==> src/hw/rtl/crh_pkg.sv <==
`timescale 1ns / 1ps
// ----------------------------------------------------------------------------
// Code history ring package
// Types and constants used by the code history ring.
// ----------------------------------------------------------------------------
package crh_pkg;

  // Default number of entries held in the ring.
  localparam int DEPTH_DEF = 32;

  // Widths of the item fields.
  localparam int VALUE_W = 32;
  localparam int CWIDTH_W = 8;
  localparam int SEQ_W = 32;
  localparam int FILL_W = 6;

  // Operation codes carried in the kind field.
  typedef enum logic [1:0] {
    KIND_PUSH  = 2'd0,
    KIND_GET   = 2'd1,
    KIND_POP   = 2'd2,
    KIND_CLEAR = 2'd3
  } kind_t;

  // Input item.
  typedef struct packed {
    kind_t               kind;
    logic [VALUE_W-1:0]  push_value;
    logic [CWIDTH_W-1:0] push_width;
    logic [SEQ_W-1:0]    seq_number;
  } in_item_t;

  // Result item.
  typedef struct packed {
    logic                ok;
    logic [VALUE_W-1:0]  code_value;
    logic [CWIDTH_W-1:0] code_width;
    logic [SEQ_W-1:0]    oldest_number;
    logic [SEQ_W-1:0]    newest_number;
    logic [FILL_W-1:0]   fill_count;
  } out_item_t;

endpackage

==> src/hw/rtl/code_history_ring.sv <==
`timescale 1ns / 1ps
// ----------------------------------------------------------------------------
// Code history ring
// Overwriting ring of code values and byte widths, addressed by an absolute
// sequence number, with a pending-read cursor for pops.
// ----------------------------------------------------------------------------
//
//   Channel | Ports                          | Moves
//   --------+--------------------------------+-------------------------------
//   input   | in_valid, in_ready, in_data    | one operation per transfer
//   result  | out_valid, out_ready, out_data | one result per operation
//
// Each operation passes from transfer to result through the input register,
// where the window arithmetic runs and the entry RAM is written or read, and
// then the result register, fed by the RAM's registered read.
// One operation is taken every cycle while results are being taken.
// Reset clears the pointers, counters and valid flags at once; no clearing
// pass is needed since only pushed entries are ever read.
// A stalled result holds the input stage, which then holds in_ready low.
//
module code_history_ring
  import crh_pkg::*;
#(
  parameter int DEPTH = DEPTH_DEF
) (
  input  logic      clk,
  input  logic      rst_n,
  input  logic      in_valid,
  output logic      in_ready,
  input  in_item_t  in_data,
  output logic      out_valid,
  input  logic      out_ready,
  output out_item_t out_data
);

  localparam int AW = $clog2(DEPTH);
  localparam int CW = $clog2(DEPTH + 1);
  localparam int SW = CW + 1;
  localparam int EW = VALUE_W + CWIDTH_W;

  // Slot arithmetic modulo DEPTH; the sum always stays below twice DEPTH.
  function automatic logic [AW-1:0] wrap_slot(input logic [SW-1:0] sum);
    logic [SW-1:0] red;
    begin
      red = (sum >= SW'(DEPTH)) ? sum - SW'(DEPTH) : sum;
      wrap_slot = red[AW-1:0];
    end
  endfunction

  // Pipeline registers.
  logic      in_v_r;
  in_item_t  in_r;
  logic      out_v_r;
  logic      ok_r;
  logic      rd_r;
  logic [SEQ_W-1:0]  oldest_r;
  logic [SEQ_W-1:0]  newest_r;
  logic [FILL_W-1:0] fill_r;

  // Ring state.
  logic [AW-1:0]    head_r, head_nxt;
  logic [CW-1:0]    held_r, held_nxt;
  logic [SEQ_W-1:0] total_r, total_nxt;
  logic [SEQ_W-1:0] cursor_r, cursor_nxt;

  logic adv;
  logic ok_nxt;
  logic rd_nxt;
  logic wr_en;
  logic rd_en;
  logic [AW-1:0] slot;
  logic [EW-1:0] rd_entry;

  logic [SEQ_W-1:0] held32;
  logic [SEQ_W-1:0] oldest;
  logic [SEQ_W-1:0] cursor_lag;
  logic [SEQ_W-1:0] get_rel;
  logic [SEQ_W-1:0] held32_nxt;
  logic             not_full;
  logic             pulled;
  logic [CW-1:0]    pop_rel;

  // Handshake: the input stage moves on when the result stage is free.
  assign adv      = in_v_r && (!out_v_r || out_ready);
  assign in_ready = !in_v_r || adv;

  // Window arithmetic on the current state.
  assign held32     = SEQ_W'(held_r);
  assign oldest     = total_r - held32;
  assign cursor_lag = total_r - cursor_r;
  assign get_rel    = in_r.seq_number - oldest;
  assign not_full   = (held_r < CW'(DEPTH));
  assign pulled     = (cursor_lag > held32);
  assign pop_rel    = pulled ? '0 : held_r - cursor_lag[CW-1:0];

  // Next state and result flags for the operation in the input register.
  always_comb begin
    head_nxt   = head_r;
    held_nxt   = held_r;
    total_nxt  = total_r;
    cursor_nxt = cursor_r;
    ok_nxt     = 1'b1;
    rd_nxt     = 1'b0;
    wr_en      = 1'b0;
    slot       = head_r;
    case (in_r.kind)
      KIND_PUSH: begin
        wr_en     = 1'b1;
        total_nxt = total_r + SEQ_W'(1);
        if (not_full) begin
          slot     = wrap_slot(SW'(head_r) + SW'(held_r));
          held_nxt = held_r + CW'(1);
        end else begin
          slot     = head_r;
          head_nxt = wrap_slot(SW'(head_r) + SW'(1));
        end
        // The cursor never falls behind the oldest held entry.
        if ((cursor_lag + SEQ_W'(1)) > SEQ_W'(held_nxt)) begin
          cursor_nxt = total_nxt - SEQ_W'(held_nxt);
        end
      end
      KIND_GET: begin
        ok_nxt = (held_r != '0) && (get_rel < held32);
        rd_nxt = ok_nxt;
        slot   = wrap_slot(SW'(head_r) + SW'(get_rel[CW-1:0]));
      end
      KIND_POP: begin
        ok_nxt = (held_r != '0) && (cursor_lag != '0);
        rd_nxt = ok_nxt;
        slot   = wrap_slot(SW'(head_r) + SW'(pop_rel));
        if (held_r != '0) begin
          if (pulled) begin
            cursor_nxt = oldest + SEQ_W'(ok_nxt);
          end else begin
            cursor_nxt = cursor_r + SEQ_W'(ok_nxt);
          end
        end
      end
      KIND_CLEAR: begin
        cursor_nxt = total_r;
      end
      default: begin
        ok_nxt = 1'b0;
      end
    endcase
  end

  assign held32_nxt = SEQ_W'(held_nxt);
  assign rd_en      = adv && rd_nxt;

  // Entry storage: value and byte width side by side.
  crh_ram #(
    .WIDTH (EW),
    .DEPTH (DEPTH)
  ) u_entries (
    .clk     (clk),
    .wr_en   (adv && wr_en),
    .wr_addr (slot),
    .wr_data ({in_r.push_width, in_r.push_value}),
    .rd_en   (rd_en),
    .rd_addr (slot),
    .rd_data (rd_entry)
  );

  // Input register.
  always_ff @(posedge clk) begin
    if (!rst_n) begin
      in_v_r <= 1'b0;
    end else if (in_ready) begin
      in_v_r <= in_valid;
    end
  end

  always_ff @(posedge clk) begin
    if (in_ready && in_valid) begin
      in_r <= in_data;
    end
  end

  // Ring state update.
  always_ff @(posedge clk) begin
    if (!rst_n) begin
      head_r   <= '0;
      held_r   <= '0;
      total_r  <= '0;
      cursor_r <= '0;
    end else if (adv) begin
      head_r   <= head_nxt;
      held_r   <= held_nxt;
      total_r  <= total_nxt;
      cursor_r <= cursor_nxt;
    end
  end

  // Result register.
  always_ff @(posedge clk) begin
    if (!rst_n) begin
      out_v_r <= 1'b0;
    end else if (adv) begin
      out_v_r <= 1'b1;
    end else if (out_ready) begin
      out_v_r <= 1'b0;
    end
  end

  always_ff @(posedge clk) begin
    if (adv) begin
      ok_r     <= ok_nxt;
      rd_r     <= rd_nxt;
      oldest_r <= total_nxt - held32_nxt;
      newest_r <= total_nxt - SEQ_W'(1);
      fill_r   <= held32_nxt[FILL_W-1:0];
    end
  end

  // Result payload: read data appears only for a successful get or pop.
  assign out_valid              = out_v_r;
  assign out_data.ok            = ok_r;
  assign out_data.code_value    = rd_r ? rd_entry[VALUE_W-1:0] : '0;
  assign out_data.code_width    = rd_r ? rd_entry[EW-1:VALUE_W] : '0;
  assign out_data.oldest_number = oldest_r;
  assign out_data.newest_number = newest_r;
  assign out_data.fill_count    = fill_r;

endmodule

==> src/hw/rtl/crh_ram.sv <==
`timescale 1ns / 1ps
// ----------------------------------------------------------------------------
// Generic RAM
// One write port and one read port with a registered read that holds its
// data while the read enable is low.
// ----------------------------------------------------------------------------
module crh_ram #(
  parameter int WIDTH = 8,
  parameter int DEPTH = 32
) (
  input  logic                     clk,
  input  logic                     wr_en,
  input  logic [$clog2(DEPTH)-1:0] wr_addr,
  input  logic [WIDTH-1:0]         wr_data,
  input  logic                     rd_en,
  input  logic [$clog2(DEPTH)-1:0] rd_addr,
  output logic [WIDTH-1:0]         rd_data
);

  logic [WIDTH-1:0] mem [DEPTH];
  logic [WIDTH-1:0] rd_data_r;

  // Write port.
  always_ff @(posedge clk) begin
    if (wr_en) begin
      mem[wr_addr] <= wr_data;
    end
  end

  // Registered read port.
  always_ff @(posedge clk) begin
    if (rd_en) begin
      rd_data_r <= mem[rd_addr];
    end
  end

  assign rd_data = rd_data_r;

endmodule
==> config.mk <==
export PLATFORM = sky130hd
export DESIGN_NAME = code_history_ring
export DESIGN_NICKNAME = d
export VERILOG_FILES = /design/src/hw/rtl/crh_pkg.sv /design/src/hw/rtl/code_history_ring.sv /design/src/hw/rtl/crh_ram.sv
export SDC_FILE = /design/constraint.sdc
export NUM_CORES = 2
export LEC_CHECK = 0
export ABC_AREA = 1
export BUFFER_PORTS_ARGS = -buffer_cell sky130_fd_sc_hd__buf_4
export CELL_PAD_IN_SITES_DETAIL_PLACEMENT = 1
export CELL_PAD_IN_SITES_GLOBAL_PLACEMENT = 2
export CORE_MARGIN = 2
export CORE_UTILIZATION = 39
export CTS_CLUSTER_DIAMETER = 80
export DETAILED_ROUTE_END_ITERATION = 10
export GPL_TIMING_DRIVEN = 0
export HOLD_SLACK_MARGIN = 0.06
export PLACE_DENSITY = 0.82
export SKIP_LAST_GASP = 1
export SLEW_MARGIN = 20
export SYNTH_ARGS = -nofsm -noshare
export SYNTH_HDL_FRONTEND = slang
export SYNTH_SLANG_ARGS = --single-unit
==> constraint.sdc <==
create_clock -name clk -period 7.9 [get_ports clk]
set_input_delay 1.58 -clock clk [delete_from_list [all_inputs] [get_ports clk]]
set_output_delay 1.58 -clock clk [all_outputs]
set_load 0.01 [all_outputs]
==> results.yml <==
worst_setup_path:
  arrival_ps: 8170
  path_class: "reg2reg"
  crit_slowest_cell: "nor2_2"
  crit_fanout: 11
  cp_top_family: "simple AND/OR/NAND/NOR gates"
  cpPeakStageDelay_ps: 760
  cp-end-kind: "flip-flop"
  crit_top_cell: "inv_1"
  timing.critical_path.buf_inv: 8
  required_ps: 8360
  cp-start-kind: "flip-flop"
sta:
  post-route-min-period_ps: 7720
  rsz0062_at_grt: "yes"
  timing.final.crit_share: 0.977
  hold_viol: 0
  finalSetupViolations: 0
  fmax_mhz: 130
  drv_slew: 0
  skew_ps: 56.0
  worst_slew_pin_slew_ps: 1170
  slew_headroom: 0.212
  worst_slack_ps: 183
clock_tree:
  path_clk_slew_ps: 60
  holdBufCountCts: 0
  cts_tree: "built"
  clock_latency_ps: 850
  cts.path.max_buffers: 3
  htree_levels: 4
  numClockSinks: 1543
  cts_root_buf: "clkbuf_16"
  cts_buffers: 164
route:
  drt_wl_total_mm: 270
  num_vias: 52800
  drc: 0
  first_iter_violations: 5728
  drtPass1Iterations: 6
  via_per_inst: 5.82
  wl_per_cell_um: 29.7
  drtAntennaViolNets: 0
placed_design:
  gp_congestion: 0.888
  port_buffers: 190
  dp_hpwl_mm: 196
  place_ws_ps: -2110
  dp_cells: 8715
logic_synthesis:
  synth_edf_count: 1466
  ys_ff_latch: 1543
  syn_area_mm2: 0.0695
  syn-num-nets: 6278
  synth_flop_cell: "edfxtp_1"
  synth_cell_type_count: 61
  async_reset_ff_frac: 0
  syn_inst: 6068
  synth_warnings: 0
  avgSynthCellArea_um2: 11.5
  yosysSeqAreaShare: 0.656
global_routing:
  grt_pass1_vias: 53600
  grt_max_degree: 61
  grt_overflow: 0
  grt_usage: 0.290
  grt_antenna_before_repair: 6
  grt_pass1_wl_mm: 379
die:
  io_pins: 191
  die_x_um: 426
  die_y_um: 426
  dieArea_mm2: 0.182
  rows: 154
  start_util: 0.394
  core_area_mm2: 0.176
finish:
  fillers: 18700
  regArea_mm2: 0.0456
  areaGrowthSynthToFinish_pct: 19.1
  drive_gt1_frac: 0.135
  multi_input_area_mm2: 0.0213
  nets: 6811
  final_cell_count_no_fill: 9077
  final_util: 0.469
power:
  power.leakage_nw: 30.6
  p_per_area_mw_per_mm2: 253
  total_power_mw: 20.9
  vdd_ir_drop_max_mv: 0.210
worst_hold_path:
  hold_class: "reg2reg"
flow_run:
  maxCapViolations: 0
status:
  outcome: "finished, final reports clean"
where the power goes:
| part | internal, mW | switching (mW) | leakage, nW |
|---|---|---|---|
| Sequential | 9.08 | 0.104 | 13.9 |
| Clock | 4.20 | 3.37 | 2.53 |
| Combinational | 1.17 | 2.98 | 14.2 |
cells in the mapped netlist (all sizes together), types with 149 or more instances:
library cell / instances / area share
inv: 511 / 0.028
a22o: 162 / 0.020
nand3: 221 / 0.017
a221oi: 160 / 0.020
xor2: 149 / 0.020
nand2: 1175 / 0.064
edfxtp: 1466 / 0.63
nor2: 531 / 0.030
o21ai: 332 / 0.025
clkbuf: 230 / 0.012
a21oi: 321 / 0.023
a22oi: 254 / 0.027
metrics by stage:
stage | TNS, ps | hold WS (ps) | cell area [µm²]
2_1_floorplan | 0 | 453 | 69500
3_3_place_gp | -5401380 | 482 | 73800
3_5_place_dp | -2064770 | 481 | 76600
4_1_cts | -1240 | 490 | 82300
5_1_grt | -5380 | 540 | 82800
6_report | 0 | 494 | 82800
registers in the layout, summed over array words and instances (netlist names):
signal / count
out_valid: 1
total_r: 32
fill_r: 6
in_r: 74
held_r: 6
u_entries.mem: 1280
ok_r: 1
u_entries.rd_data: 40
cursor_r: 32
in_v_r: 1
oldest_r: 32
head_r: 5
newest_r: 32
rd_r: 1
placed cells by master (no fill, tap or decap), types with 40 or more instances in the layout:
cell type	Yosys	routed
clkbuf_1	230	167
buf_8	0	48
nand4_1	80	80
clkbuf_2	0	83
a22oi_1	254	252
ha_1	124	124
nor3_1	47	45
clkbuf_16	0	166
nand3_1	211	209
o21ai_0	310	258
inv_1	499	497
a21o_1	43	40
o21ai_1	15	50
nor2_4	7	42
xor2_1	144	143
buf_16	0	46
a21oi_1	316	314
a221oi_1	160	160
nand2_1	1162	1142
dfxtp_1	77	77
buf_4	7	245
nor2_1	508	473
edfxtp_1	1466	1466
a22o_1	162	162
repair_timing:
item,CTS,global route
resized for setup,137,131
hold endpoints to repair,0,0
endpoints found under the setup margin,1360,1359
pin swaps,23,12
setup buffers,30,25
gates cloned,2,0
metal layers:
layer | routed length (µm) | global-route usage
met1 | 98000 | 0.343
met3 | 18900 | 0.0412
met5 | 39 | 0
met4 | 20800 | 0.186
met2 | 132000 | 0.494
worst min-delay path, stage by stage, from the launching register on:
cell and delay (ps):
dfxtp_1 320, nand2_1 60, a21oi_1 60
area by class of cell:
class | instances | share of cell area
repair buffers | 367 | 0.0545
multi-input cells | 3735 | 0.258
clock buffers | 210 | 0.0528
clock inverters | 88 | 0.00967
inverters | 515 | 0.0235
plain buffers | 275 | 0.0160
flip-flops and latches | 1543 | 0.550
well taps | 2340 | 0.0354
diodes | 4 | 0.000121
path summary, 6_finish.rpt:
check                                              to  cells past startpoint  slack, ps        from
worst max-delay path            u_entries.mem[26][11]                     28        180  total_r[0]
worst min-delay path                        held_r[4]                      2        490   held_r[4]
worst max register to register  u_entries.mem[26][11]                     28        180  total_r[0]
worst min register to register              held_r[4]                      2        490   held_r[4]
cells by family (layout without fill, tap and decap cells):
| family | Yosys count | count (layout) | share of synthesized area |
|---|---|---|---|
| AND/OR/NAND/NOR | 2108 | 2110 | 0.127 |
| flip-flops | 1543 | 1543 | 0.656 |
| AO/OA/AOI/OAI | 1316 | 1316 | 0.125 |
| buffers and inverters | 792 | 1455 | 0.0442 |
| XOR/XNOR | 177 | 177 | 0.0234 |
| adder cells (fa/ha/maj) | 132 | 132 | 0.0246 |
| other | 0 | 4 | 0 |
Power figures use the tool's default switching activity.
